## config.mk

```make
export PLATFORM = sky130hd
export DESIGN_NAME = atan2_rational_approx
export DESIGN_NICKNAME = d
export VERILOG_FILES = /design/src/hw/rtl/atr_pkg.sv /design/src/hw/rtl/atr_prep.sv /design/src/hw/rtl/atr_div_step.sv /design/src/hw/rtl/atr_poly.sv /design/src/hw/rtl/atr_final.sv /design/src/hw/rtl/atan2_rational_approx.sv
export SDC_FILE = /design/constraint.sdc
export NUM_CORES = 2
export LEC_CHECK = 0
export BUFFER_PORTS_ARGS = -buffer_cell sky130_fd_sc_hd__buf_2
export CORE_MARGIN = 4
export CORE_UTILIZATION = 58
export DETAILED_ROUTE_END_ITERATION = 10
export HOLD_SLACK_MARGIN = 0.03
export PLACE_DENSITY_LB_ADDON = 0.12
export SYNTH_ARGS = -nofsm -noshare
export SYNTH_HDL_FRONTEND = slang
export SYNTH_SLANG_ARGS = --single-unit
```

## constraint.sdc

```tcl
create_clock -name aclk -period 6.7 [get_ports aclk]
set_clock_uncertainty 0.15 [all_clocks]
set_input_delay 2.01 -clock aclk [delete_from_list [all_inputs] [get_ports aclk]]
set_output_delay 2.01 -clock aclk [all_outputs]
set_load 0.02 [all_outputs]
```

## src/hw/rtl/atr_pkg.sv

```systemverilog
`timescale 1ns / 1ps
// ----------------------------------------------------------------------------
// atr_pkg: shared constants and types for the atan2 approximation pipeline
// Holds default widths, the ratio format, the 0.28 coefficient and the
// per-item side flags that travel down the pipeline with the data.
// ----------------------------------------------------------------------------
package atr_pkg;

    localparam int ATR_INPUT_WIDTH     = 16;
    localparam int ATR_ANGLE_FRAC_BITS = 12;

    // The ratio min/max is unsigned Q1.15, 1.0 inclusive.
    localparam int RATIO_FRAC  = 15;
    localparam int RATIO_WIDTH = RATIO_FRAC + 1;

    // 0.28 in Q0.15.
    localparam int COEF_WIDTH = 14;
    localparam logic [COEF_WIDTH-1:0] COEF_Q15 = 14'd9175;

    // pi with 32 fraction bits.
    localparam longint unsigned PI_Q32 = 64'd13493037705;

    // Flags derived from the signs and magnitudes of one input pair.
    typedef struct packed {
        logic x_zero;
        logic y_zero;
        logic y_neg;
        logic x_neg;
        logic swapped;   // |y| >= |x|: the ratio is x/y
    } side_t;

    // pi * 2^frac, rounded to nearest.
    function automatic longint unsigned pi_fixed(input int frac);
        pi_fixed = ((PI_Q32 << frac) + (64'd1 << 31)) >> 32;
    endfunction

    // (pi/2) * 2^frac, rounded to nearest.
    function automatic longint unsigned half_pi_fixed(input int frac);
        half_pi_fixed = ((PI_Q32 << frac) + (64'd1 << 32)) >> 33;
    endfunction

endpackage

```

## src/hw/rtl/atr_prep.sv

```systemverilog
`timescale 1ns / 1ps
// ----------------------------------------------------------------------------
// atr_prep: magnitude, octant and ratio setup stage
// Takes absolute values, orders them into smaller and larger, and produces
// the leading quotient bit of the ratio (set only when they are equal).
// ----------------------------------------------------------------------------
module atr_prep #(
    parameter int INPUT_WIDTH = atr_pkg::ATR_INPUT_WIDTH
) (
    input  logic                          aclk,
    input  logic                          aresetn,
    input  logic                          in_valid,
    output logic                          in_ready,
    input  logic signed [INPUT_WIDTH-1:0] in_y,
    input  logic signed [INPUT_WIDTH-1:0] in_x,
    output logic                          out_valid,
    input  logic                          out_ready,
    output logic [INPUT_WIDTH-1:0]        out_rem,
    output logic [INPUT_WIDTH-1:0]        out_dvs,
    output logic [atr_pkg::RATIO_WIDTH-1:0] out_quot,
    output atr_pkg::side_t                out_side
);

    logic                              valid_reg;
    logic [INPUT_WIDTH-1:0]            rem_reg, dvs_reg;
    logic [atr_pkg::RATIO_WIDTH-1:0]   quot_reg;
    atr_pkg::side_t                    side_reg;

    logic [INPUT_WIDTH-1:0]            ay, ax, small_v, big_v;
    logic [INPUT_WIDTH-1:0]            rem_next;
    logic [atr_pkg::RATIO_WIDTH-1:0]   quot_next;
    atr_pkg::side_t                    side_next;
    logic                              equal_v;

    // Unsigned magnitudes; the most negative input maps to 2^(W-1) exactly.
    always_comb begin
        ay = in_y[INPUT_WIDTH-1] ? (~in_y + 1'b1) : in_y;
        ax = in_x[INPUT_WIDTH-1] ? (~in_x + 1'b1) : in_x;
        side_next.x_zero  = (in_x == '0);
        side_next.y_zero  = (in_y == '0);
        side_next.y_neg   = in_y[INPUT_WIDTH-1];
        side_next.x_neg   = in_x[INPUT_WIDTH-1];
        side_next.swapped = (ay >= ax);
        small_v   = side_next.swapped ? ax : ay;
        big_v     = side_next.swapped ? ay : ax;
        equal_v   = (small_v == big_v);
        rem_next  = equal_v ? '0 : small_v;
        quot_next = {{(atr_pkg::RATIO_WIDTH-1){1'b0}}, equal_v};
    end

    assign in_ready = !valid_reg || out_ready;

    always_ff @(posedge aclk) begin
        if (!aresetn) begin
            valid_reg <= 1'b0;
        end else if (in_ready) begin
            valid_reg <= in_valid;
        end
    end

    always_ff @(posedge aclk) begin
        if (in_ready && in_valid) begin
            rem_reg  <= rem_next;
            dvs_reg  <= big_v;
            quot_reg <= quot_next;
            side_reg <= side_next;
        end
    end

    assign out_valid = valid_reg;
    assign out_rem   = rem_reg;
    assign out_dvs   = dvs_reg;
    assign out_quot  = quot_reg;
    assign out_side  = side_reg;

endmodule

```

## src/hw/rtl/atr_div_step.sv

```systemverilog
`timescale 1ns / 1ps
// ----------------------------------------------------------------------------
// atr_div_step: one registered restoring division step
// Shifts the partial remainder left, subtracts the divisor when it fits and
// shifts the resulting quotient bit in.
// ----------------------------------------------------------------------------
module atr_div_step #(
    parameter int DW = 16,
    parameter int QW = 16
) (
    input  logic           aclk,
    input  logic           aresetn,
    input  logic           in_valid,
    output logic           in_ready,
    input  logic [DW-1:0]  in_rem,
    input  logic [DW-1:0]  in_dvs,
    input  logic [QW-1:0]  in_quot,
    input  atr_pkg::side_t in_side,
    output logic           out_valid,
    input  logic           out_ready,
    output logic [DW-1:0]  out_rem,
    output logic [DW-1:0]  out_dvs,
    output logic [QW-1:0]  out_quot,
    output atr_pkg::side_t out_side
);

    logic           valid_reg;
    logic [DW-1:0]  rem_reg, dvs_reg;
    logic [QW-1:0]  quot_reg;
    atr_pkg::side_t side_reg;

    logic [DW:0]    trial, diff;
    logic           fits;
    logic [DW-1:0]  rem_next;
    logic [QW-1:0]  quot_next;

    always_comb begin
        trial     = {in_rem, 1'b0};
        diff      = trial - {1'b0, in_dvs};
        fits      = (trial >= {1'b0, in_dvs});
        rem_next  = fits ? diff[DW-1:0] : trial[DW-1:0];
        quot_next = {in_quot[QW-2:0], fits};
    end

    assign in_ready = !valid_reg || out_ready;

    always_ff @(posedge aclk) begin
        if (!aresetn) begin
            valid_reg <= 1'b0;
        end else if (in_ready) begin
            valid_reg <= in_valid;
        end
    end

    always_ff @(posedge aclk) begin
        if (in_ready && in_valid) begin
            rem_reg  <= rem_next;
            dvs_reg  <= in_dvs;
            quot_reg <= quot_next;
            side_reg <= in_side;
        end
    end

    assign out_valid = valid_reg;
    assign out_rem   = rem_reg;
    assign out_dvs   = dvs_reg;
    assign out_quot  = quot_reg;
    assign out_side  = side_reg;

endmodule

```

## src/hw/rtl/atr_poly.sv

```systemverilog
`timescale 1ns / 1ps
// ----------------------------------------------------------------------------
// atr_poly: denominator of the rational approximation
// Two stages: q^2 in Q1.15, then 1 + 0.28 q^2 in Q1.15.
// ----------------------------------------------------------------------------
module atr_poly (
    input  logic                            aclk,
    input  logic                            aresetn,
    input  logic                            in_valid,
    output logic                            in_ready,
    input  logic [atr_pkg::RATIO_WIDTH-1:0] in_quot,
    input  atr_pkg::side_t                  in_side,
    output logic                            out_valid,
    input  logic                            out_ready,
    output logic [atr_pkg::RATIO_WIDTH-1:0] out_quot,
    output logic [atr_pkg::RATIO_WIDTH-1:0] out_den,
    output atr_pkg::side_t                  out_side
);

    localparam int RW = atr_pkg::RATIO_WIDTH;
    localparam int RF = atr_pkg::RATIO_FRAC;
    localparam int CW = atr_pkg::COEF_WIDTH;

    logic           sq_valid_reg, den_valid_reg;
    logic           sq_ready, den_ready;
    logic [RW-1:0]  sq_quot_reg, sq_reg;
    atr_pkg::side_t sq_side_reg;
    logic [RW-1:0]  den_quot_reg, den_reg;
    atr_pkg::side_t den_side_reg;

    logic [2*RW-1:0]  sq_prod;
    logic [RW+CW-1:0] coef_prod;
    logic [RW-1:0]    sq_next, den_next;

    // q <= 1.0, so q^2 >> 15 fits in 16 bits and 0.28 q^2 stays below 1.0.
    always_comb begin
        sq_prod   = in_quot * in_quot;
        sq_next   = sq_prod[RW+RF-1:RF];
        coef_prod = sq_reg * atr_pkg::COEF_Q15;
        den_next  = (RW'(1) << RF) + RW'(coef_prod[RW+CW-1:RF]);
    end

    assign den_ready = !den_valid_reg || out_ready;
    assign sq_ready  = !sq_valid_reg || den_ready;
    assign in_ready  = sq_ready;

    always_ff @(posedge aclk) begin
        if (!aresetn) begin
            sq_valid_reg  <= 1'b0;
            den_valid_reg <= 1'b0;
        end else begin
            if (sq_ready) begin
                sq_valid_reg <= in_valid;
            end
            if (den_ready) begin
                den_valid_reg <= sq_valid_reg;
            end
        end
    end

    always_ff @(posedge aclk) begin
        if (sq_ready && in_valid) begin
            sq_quot_reg <= in_quot;
            sq_reg      <= sq_next;
            sq_side_reg <= in_side;
        end
        if (den_ready && sq_valid_reg) begin
            den_quot_reg <= sq_quot_reg;
            den_reg      <= den_next;
            den_side_reg <= sq_side_reg;
        end
    end

    assign out_valid = den_valid_reg;
    assign out_quot  = den_quot_reg;
    assign out_den   = den_reg;
    assign out_side  = den_side_reg;

endmodule

```

## src/hw/rtl/atr_final.sv

```systemverilog
`timescale 1ns / 1ps
// ----------------------------------------------------------------------------
// atr_final: quadrant correction and output register
// Applies the sign of the ratio, the pi/2 and pi offsets and the x-axis
// special cases, and holds the result until it is taken.
// ----------------------------------------------------------------------------
module atr_final #(
    parameter int ANGLE_FRAC_BITS = atr_pkg::ATR_ANGLE_FRAC_BITS
) (
    input  logic                                aclk,
    input  logic                                aresetn,
    input  logic                                in_valid,
    output logic                                in_ready,
    input  logic [ANGLE_FRAC_BITS-1:0]          in_mag,
    input  atr_pkg::side_t                      in_side,
    output logic                                out_valid,
    input  logic                                out_ready,
    output logic signed [ANGLE_FRAC_BITS+2:0]   out_angle
);

    localparam int AW = ANGLE_FRAC_BITS + 3;
    localparam logic signed [AW-1:0] ANGLE_PI =
        AW'(atr_pkg::pi_fixed(ANGLE_FRAC_BITS));
    localparam logic signed [AW-1:0] ANGLE_HALF_PI =
        AW'(atr_pkg::half_pi_fixed(ANGLE_FRAC_BITS));

    logic                 valid_reg;
    logic signed [AW-1:0] angle_reg;
    logic signed [AW-1:0] mag, signed_mag, angle_next;
    logic                 opposite;

    always_comb begin
        mag        = {3'b000, in_mag};
        opposite   = in_side.y_neg != in_side.x_neg;
        signed_mag = mag;
        angle_next = '0;
        if (in_side.x_zero) begin
            if (in_side.y_neg) begin
                angle_next = -ANGLE_HALF_PI;
            end else if (!in_side.y_zero) begin
                angle_next = ANGLE_HALF_PI;
            end
        end else if (!in_side.swapped) begin
            if (opposite && !in_side.y_zero) begin
                signed_mag = -mag;
            end
            angle_next = signed_mag;
            if (in_side.x_neg) begin
                angle_next = in_side.y_neg ? signed_mag - ANGLE_PI
                                           : signed_mag + ANGLE_PI;
            end
        end else begin
            if (opposite) begin
                signed_mag = -mag;
            end
            angle_next = ANGLE_HALF_PI - signed_mag;
            if (in_side.y_neg) begin
                angle_next = ANGLE_HALF_PI - signed_mag - ANGLE_PI;
            end
        end
    end

    assign in_ready = !valid_reg || out_ready;

    always_ff @(posedge aclk) begin
        if (!aresetn) begin
            valid_reg <= 1'b0;
        end else if (in_ready) begin
            valid_reg <= in_valid;
        end
    end

    always_ff @(posedge aclk) begin
        if (in_ready && in_valid) begin
            angle_reg <= angle_next;
        end
    end

    assign out_valid = valid_reg;
    assign out_angle = angle_reg;

endmodule

```

## src/hw/rtl/atan2_rational_approx.sv

```systemverilog
`timescale 1ns / 1ps
// ----------------------------------------------------------------------------
// atan2_rational_approx: pipelined four-quadrant arctangent
// Computes atan2(y, x) in radians as signed fixed point using the rational
// form atan(z) ~ z / (1 + 0.28 z^2) on the ratio smaller/larger magnitude.
// ----------------------------------------------------------------------------
//
// Channel   Direction  Handshake           Payload
// s_        input      s_valid / s_ready   s_y_coord, s_x_coord (signed)
// m_        output     m_valid / m_ready   m_angle (signed, pi = round(pi*2^F))
//
// One transaction enters per clock and one leaves per clock when the output
// side keeps m_ready high. The pipeline is one setup stage, 15 ratio
// division steps, two denominator stages, ANGLE_FRAC_BITS angle division
// steps and the output register.
// Reset is synchronous and active low; it clears only the valid bits.
// Every stage holds its contents while the stage after it is full and
// stalled, and an empty stage still takes data, so bubbles close up under
// back-pressure and s_ready drops only once the whole pipeline is full.
// ----------------------------------------------------------------------------
module atan2_rational_approx #(
    parameter int INPUT_WIDTH     = atr_pkg::ATR_INPUT_WIDTH,
    parameter int ANGLE_FRAC_BITS = atr_pkg::ATR_ANGLE_FRAC_BITS
) (
    input  logic                              aclk,
    input  logic                              aresetn,
    input  logic                              s_valid,
    output logic                              s_ready,
    input  logic signed [INPUT_WIDTH-1:0]     s_y_coord,
    input  logic signed [INPUT_WIDTH-1:0]     s_x_coord,
    output logic                              m_valid,
    input  logic                              m_ready,
    output logic signed [ANGLE_FRAC_BITS+2:0] m_angle
);

    localparam int RW        = atr_pkg::RATIO_WIDTH;
    localparam int RATIO_STEPS = atr_pkg::RATIO_FRAC;
    localparam int ANGLE_STEPS = ANGLE_FRAC_BITS;
    localparam int AW        = ANGLE_FRAC_BITS + 3;
    localparam logic signed [AW-1:0] ANGLE_PI =
        AW'(atr_pkg::pi_fixed(ANGLE_FRAC_BITS));

    // Ratio divider chain: min(|y|,|x|) * 2^15 / max(|y|,|x|).
    // Index 0 is the setup stage output, the last index feeds the polynomial.
    logic                   rd_valid [0:RATIO_STEPS];
    logic                   rd_ready [0:RATIO_STEPS];
    logic [INPUT_WIDTH-1:0] rd_rem   [0:RATIO_STEPS];
    logic [INPUT_WIDTH-1:0] rd_dvs   [0:RATIO_STEPS];
    logic [RW-1:0]          rd_quot  [0:RATIO_STEPS];
    atr_pkg::side_t         rd_side  [0:RATIO_STEPS];

    // Angle divider chain: q * 2^F / (1 + 0.28 q^2). q is below the
    // denominator, so the remainder always fits the denominator width.
    logic                       ad_valid [0:ANGLE_STEPS];
    logic                       ad_ready [0:ANGLE_STEPS];
    logic [RW-1:0]              ad_rem   [0:ANGLE_STEPS];
    logic [RW-1:0]              ad_dvs   [0:ANGLE_STEPS];
    logic [ANGLE_FRAC_BITS-1:0] ad_quot  [0:ANGLE_STEPS];
    atr_pkg::side_t             ad_side  [0:ANGLE_STEPS];

    atr_prep #(
        .INPUT_WIDTH (INPUT_WIDTH)
    ) u_prep (
        .aclk      (aclk),
        .aresetn   (aresetn),
        .in_valid  (s_valid),
        .in_ready  (s_ready),
        .in_y      (s_y_coord),
        .in_x      (s_x_coord),
        .out_valid (rd_valid[0]),
        .out_ready (rd_ready[0]),
        .out_rem   (rd_rem[0]),
        .out_dvs   (rd_dvs[0]),
        .out_quot  (rd_quot[0]),
        .out_side  (rd_side[0])
    );

    for (genvar i = 0; i < RATIO_STEPS; i++) begin : g_ratio
        atr_div_step #(
            .DW (INPUT_WIDTH),
            .QW (RW)
        ) u_step (
            .aclk      (aclk),
            .aresetn   (aresetn),
            .in_valid  (rd_valid[i]),
            .in_ready  (rd_ready[i]),
            .in_rem    (rd_rem[i]),
            .in_dvs    (rd_dvs[i]),
            .in_quot   (rd_quot[i]),
            .in_side   (rd_side[i]),
            .out_valid (rd_valid[i+1]),
            .out_ready (rd_ready[i+1]),
            .out_rem   (rd_rem[i+1]),
            .out_dvs   (rd_dvs[i+1]),
            .out_quot  (rd_quot[i+1]),
            .out_side  (rd_side[i+1])
        );
    end

    // The polynomial stage starts the angle divider with remainder q and an
    // empty quotient.
    atr_poly u_poly (
        .aclk      (aclk),
        .aresetn   (aresetn),
        .in_valid  (rd_valid[RATIO_STEPS]),
        .in_ready  (rd_ready[RATIO_STEPS]),
        .in_quot   (rd_quot[RATIO_STEPS]),
        .in_side   (rd_side[RATIO_STEPS]),
        .out_valid (ad_valid[0]),
        .out_ready (ad_ready[0]),
        .out_quot  (ad_rem[0]),
        .out_den   (ad_dvs[0]),
        .out_side  (ad_side[0])
    );

    assign ad_quot[0] = '0;

    for (genvar j = 0; j < ANGLE_STEPS; j++) begin : g_angle
        atr_div_step #(
            .DW (RW),
            .QW (ANGLE_FRAC_BITS)
        ) u_step (
            .aclk      (aclk),
            .aresetn   (aresetn),
            .in_valid  (ad_valid[j]),
            .in_ready  (ad_ready[j]),
            .in_rem    (ad_rem[j]),
            .in_dvs    (ad_dvs[j]),
            .in_quot   (ad_quot[j]),
            .in_side   (ad_side[j]),
            .out_valid (ad_valid[j+1]),
            .out_ready (ad_ready[j+1]),
            .out_rem   (ad_rem[j+1]),
            .out_dvs   (ad_dvs[j+1]),
            .out_quot  (ad_quot[j+1]),
            .out_side  (ad_side[j+1])
        );
    end

    atr_final #(
        .ANGLE_FRAC_BITS (ANGLE_FRAC_BITS)
    ) u_final (
        .aclk      (aclk),
        .aresetn   (aresetn),
        .in_valid  (ad_valid[ANGLE_STEPS]),
        .in_ready  (ad_ready[ANGLE_STEPS]),
        .in_mag    (ad_quot[ANGLE_STEPS]),
        .in_side   (ad_side[ANGLE_STEPS]),
        .out_valid (m_valid),
        .out_ready (m_ready),
        .out_angle (m_angle)
    );

    // The result never leaves the range -pi..+pi.
    assert property (@(posedge aclk) disable iff (!aresetn)
        m_valid |-> (m_angle <= ANGLE_PI) && (m_angle >= -ANGLE_PI))
        else $error("angle outside -pi..pi");

    // The input side only stalls when the pipeline is full behind a held result.
    assert property (@(posedge aclk) disable iff (!aresetn)
        !s_ready |-> m_valid && !m_ready)
        else $error("input stalled while the pipeline can still advance");

    // Reset empties the pipeline.
    assert property (@(posedge aclk)
        !aresetn |=> !m_valid)
        else $error("result valid right after reset");

    // Reset also empties the setup stage.
    assert property (@(posedge aclk)
        !aresetn |=> !rd_valid[0])
        else $error("setup stage valid right after reset");

endmodule
```

Yosys cells after proc, flatten, opt, wreduce, memory -nomap -nowiden
Cells that the tools add are included.
- latch bits: 0
- output and inout port bits: 17
- ROM bits: 0
- memories kept: 0
- bits in registers: 1306
- logic and storage cells: 497
- input port bits: 36
- RAM bits: 0
- shift operators: 0
- equal/unequal tests: 2
- divide/modulo/power cells: 0
- muxes and demuxes: 42
- order comparisons: 28
- multipliers: 2
- add/subtract/negate cells: 33
- reductions and logical operators: 97
- bitwise logic cells: 2
- operator list (operator ; number):
    two-way mux 16 bit ; 29
    greater-or-equal comparator 17 x 16 -> 1 bit ; 27
    subtractor 16 bit ; 25
    two-way mux 15 bit ; 12
    adder 16 x 1 -> 16 bit, second input constant ; 2
    logical AND 1 bit ; 32
    zero test 1 bit ; 32
    zero test 16 bit ; 2
    inverter 16 bit ; 2
    logical OR 1 bit ; 31
    multiplier 16 x 16 -> 31 bit ; 1
    multiplier 16 x 14 -> 30 bit, second input constant ; 1
    subtractor 15 bit, second input constant ; 2
    adder 16 x 15 -> 16 bit, first input constant ; 1
    equality test 16 bit ; 1
    greater-or-equal comparator 16 bit ; 1
    adder 15 bit, second input constant ; 1
    negator 12 -> 15 bit ; 1
    subtractor 14 x 15 -> 15 bit, first input constant ; 1
    two-way mux 13 bit ; 1
    != test 1 bit ; 1

Logic depth before layout (Yosys ltp)
- depth in word-level cells: 33
- depth in mapped cells: 26
- mapped depth without buffers: 25

Modules after synthesis
A second synthesis with hierarchy kept.
- cell total of the unflattened synthesis: 7615
- area, all modules: 92279.8 um^2
- modules (own cells, without submodules) (module ; sequential area each (um^2) ; area each (um^2) ; cells each ; times used):
    atr_div_step (g_ratio[0].u_step ...) ; 1611.5 ; 2758.9 ; 212 ; 15
    atr_div_step (g_angle[0].u_step ...) ; 1491.4 ; 2638.8 ; 208 ; 12
    atr_poly ; 2232.1 ; 13614.3 ; 1319 ; 1
    atr_prep ; 1161.1 ; 2889.0 ; 280 ; 1
    atr_final ; 470.5 ; 2723.9 ; 339 ; 1
    atan2_rational_approx ; 0.0 ; 3.8 ; 1 ; 1

Least setup slack after synthesis
OpenSTA, ideal clock, no wires.
- path type: in2reg
- from: input m_ready
- to: register g_ratio[1].u_step.dvs_reg[0] (enable)
- required time: 6051 ps
- path buffers: 0
- setup slack: -204 ps
- stages: 8
- arrival: 6255 ps
- setup time: 499 ps
- cells stage by stage: and4b_1 and4_1 nand4_1 nor2_1 and3_1 and2_1 and3_1 a21boi_0
- longest elaborated chain between the ends: 30
- ends and longest elaborated chain (what ; line ; RTL):
    start: declaration ; atan2_rational_approx.sv:32 ; input logic m_ready,
    logical OR 1 bit ; atr_final.sv:63 ; assign in_ready = !valid_reg || out_ready;
    logical OR 1 bit (12 in a row) ; atr_div_step.sv:45 ; assign in_ready = !valid_reg || out_ready;
    logical OR 1 bit ; atr_poly.sv:43 ; assign den_ready = !den_valid_reg || out_ready;
    logical OR 1 bit ; atr_poly.sv:44 ; assign sq_ready = !sq_valid_reg || den_ready;
    logical OR 1 bit (14 in a row) ; atr_div_step.sv:45 ;
    logical AND 1 bit ; atr_div_step.sv:56 ; if (in_ready && in_valid) begin
    end signal: assignment ; atr_div_step.sv:58 ; dvs_reg <= in_dvs;
    end: declaration ; atr_div_step.sv:28 ; logic [DW-1:0] rem_reg, dvs_reg;
No other way between the ends.
A chain may end at the register's enable or synchronous reset.

Worst setup path after layout
- from: input m_ready
- to: output s_ready
- longest elaborated chain between the ends: 31
- ends and longest elaborated chain (what ; line ; RTL):
    logical OR 1 bit ; atr_final.sv:63 ;
    logical OR 1 bit (12 in a row) ; atr_div_step.sv:45 ;
    logical OR 1 bit ; atr_poly.sv:43 ;
    logical OR 1 bit ; atr_poly.sv:44 ;
    logical OR 1 bit (15 in a row) ; atr_div_step.sv:45 ;
    logical OR 1 bit ; atr_prep.sv:51 ; assign in_ready = !valid_reg || out_ready;
    end: declaration ; atan2_rational_approx.sv:28 ; output logic s_ready,
No other way between the ends.

==> impl_metrics.py <==
metrics = {
    "placement": {
        "post-place-ws_ps": -84.5,
        "dp.cells": 8393,
        "place.gp.congestion": 0.884,
        "hpwlAfterDp_mm": 123,
        "portBuffers": 52,
    },
    "hold_path": {
        "min_from": "g_ratio[12].u_step.out_side[1]",
        "holdPathStages": 0,
        "hold_class": "flip-flop to flip-flop",
        "worstHoldEndpoint": "g_ratio[13].u_step.out_side[1]",
    },
    "drt": {
        "drt_pass1_iterations": 5,
        "drtIter0Drc": 3124,
        "met2RoutedLength_mm": 80.8,
        "ant_nets": 0,
        "routed_wl_mm": 161,
        "avgViaCountPerCell": 5.61,
        "drcViolationCount": 0,
        "wl_per_cell_um": 18.6,
        "wl_met3_mm": 5.59,
        "vias": 48500,
        "wl_met1_mm": 70.7,
        "dr.max_layer_used": "met4",
    },
    "cts": {
        "cts_sinks": 1294,
        "numCtsBuffers": 140,
        "cts_hold_buf": 0,
        "cts_root_buffer": "clkbuf_16",
        "clk_path_buf_depth": 3,
        "cts_tree": "yes",
        "clk_pin_slew_worst_paths_ps": 60,
        "htreeDepth": 4,
        "clk_latency_ps": 750,
    },
    "pwr": {
        "comb_power_share": 0.039,
        "power.share.clock": 0.446,
        "p_total_w": 0.0173,
        "intPower_w": 0.0137,
        "seq_power_share": 0.515,
        "swShare": 0.208,
        "vdd_drop_max_v": 0.000185,
        "powerDensity_nw_per_um2": 203,
        "power.leakage_nw": 34.6,
        "p_switching_w": 0.00360,
    },
    "critical_path": {
        "r2r-end": "u_poly.sq_reg[13]",
        "worstPathRequired_ps": 4540,
        "end_kind": "output port",
        "r2r-start": "g_ratio[14].u_step.out_quot[3]",
        "crit_arrival_ps": 4320,
        "path_class": "input port to output port",
        "r2r_setup_slack_ps": 280,
        "crit_fanout": 6,
        "worst-r2r-cell-count": 21,
        "critical_path.startpoint_type": "input port",
    },
    "yosys": {
        "synth_area_sq_um": 77400,
        "synth_edf_count": 1263,
        "synth.distinct_cells": 90,
        "syn_inst": 6564,
        "avgSynthCellArea_sq_um": 11.8,
        "synth-seq-area-share": 0.498,
        "async_flop_share": 0,
        "mappedNetlistNets": 7536,
        "ys_ff_latch": 1294,
        "synth_flop_cell": "edfxtp_1",
        "yosys_warnings": 0,
    },
    "sta": {
        "final-setup-viol-count": 0,
        "timing.setup.tns_ps": 0,
        "fin_crit_ps": 6480,
        "final_hold_viol_count": 0,
        "worst_pin_slew_ps": 1350,
        "final-max-slew-violation-count": 0,
        "slew_headroom": 0.0971,
        "fin_crit_sh": 0.967,
        "whs_ps": 258,
        "setup_slack_ps": 218,
        "fmax_ghz": 0.154,
    },
    "global_route": {
        "grt_max_degree": 53,
        "overflow": 0,
        "grtUsageTotal": 0.229,
        "grt_pass1_vias": 48800,
        "antenna_found_initial": 1,
        "grt_pass1_wl_mm": 258,
    },
    "cells_and_area": {
        "final_cell_mix": "1263 x edfxtp_1, 973 x inv_1, 660 x ha_1",
        "stdcell_count": 8657,
        "layout_commonest_cell": "edfxtp_1",
        "nFillCells": 10100,
        "area_growth_syn_to_layout_pct": 10.2,
        "layout.nets": 7761,
        "drive_above_1_share": 0.106,
    },
    "floorplan": {
        "die-area_sq_um": 139000,
        "die_y_um": 373,
        "die_width_um": 373,
        "num_io_pins": 53,
        "start_util": 0.587,
        "coreArea_sq_um": 132000,
        "row_count": 133,
    },
    "flow_run": {
        "maxCapViolations": 0,
    },
    "run_status": {
        "status": "finished, final reports clean",
    },
}
==> stage by stage <==
step | utilization | area (sq um)
floorplan | - | 77400
global placement | 0.610 | 80600
detailed placement | 0.610 | 80600
CTS | 0.645 | 85200
global route | 0.646 | 85300
finish | 0.646 | 85300
==> power by group through the flow <==
stage | Clock, W | Sequential (W) | Combinational [W]
after CTS | 0.00789 | 0.00891 | 0.000680
after floorplan | 0 | 0.00907 | 0.000517
after global routing | 0.00823 | 0.00891 | 0.000761
after detailed placement | 0 | 0.00908 | 0.000675
after global placement | 0 | 0.00908 | 0.000657
final | 0.00771 | 0.00891 | 0.000677
==> per-layer routing <==
| metal | vias to the layer above | GRT usage |
|---|---|---|
| li1 | 23800 | - |
| met1 | 23600 | 0.303 |
| met2 | 926 | 0.403 |
| met3 | 234 | 0.0275 |
| met4 | 0 | 0.0589 |
| met5 | - | 0 |
==> layout make-up <==
type	instances	area, sq um	share of cell area
timing repair buffer	168	1140	0.0134
tap	1755	2200	0.0258
antenna	1	2.50	0.0000293
clock buffer	163	3680	0.0432
sequential	1294	38500	0.452
clock inverter	91	920	0.0108
inverter	974	3660	0.0429
multi-input combinational	4211	35100	0.412
==> worst max path at each step <==
stage                                   startpoint                      endpoint  slack (ps)  cells after the start
floorplan                                  m_ready  g_ratio[6].u_step.out_dvs[0]          20                      5
global placement                  u_poly.sq_reg[5]            u_poly.out_den[14]          40                     21
detailed placement                u_poly.sq_reg[5]            u_poly.out_den[14]         -80                     21
CTS                 g_ratio[14].u_step.out_quot[4]             u_poly.sq_reg[13]          50                     22
global route        g_ratio[14].u_step.out_quot[9]             u_poly.sq_reg[14]         -30                     23
finish                                     m_ready                       s_ready         220                     11
==> repair_timing <==
item,CTS,global route
setup endpoints to repair,2,9
endpoints found under the hold margin,0,0
setup buffers,0,9
gates resized for setup,1,14
==> cell usage after synthesis, drive strengths merged, types with 76 or more instances <==
master / instances / share of area
nor3: 146 / 0.0095
a21oi: 311 / 0.020
nand3: 102 / 0.0066
xor2: 91 / 0.010
nand2: 317 / 0.015
inv: 973 / 0.047
and2: 77 / 0.0062
nand4: 97 / 0.0078
edfxtp: 1263 / 0.49
ha: 660 / 0.11
mux2: 268 / 0.039
o21a: 85 / 0.0082
o21ai: 241 / 0.016
fa: 276 / 0.071
nor2: 432 / 0.021
a21boi: 77 / 0.0075
xnor2: 237 / 0.027
nor2b: 146 / 0.012
or3: 76 / 0.0061
==> kinds of logic after synthesis <==
kind of cell | Yosys count | synth area share
and+or+nand+nor | 1527 | 0.0963
DFF | 1294 | 0.498
AOI/OAI and AO/OA | 1094 | 0.0914
buffers and inverters | 1059 | 0.0521
adders and majority gates | 936 | 0.178
xor gates and xnor gates | 328 | 0.0376
muxes | 326 | 0.0465
==> worst max-delay path, cell delays in order <==
cell	delay, ps
buf_2	100
and4b_1	250
and4_2	370
nand4_1	210
nor2_1	200
and3_1	260
and2_1	170
and3_1	180
and3_1	300
nand2_1	100
buf_2	170
No activity file was read; power rests on OpenSTA's default activity.
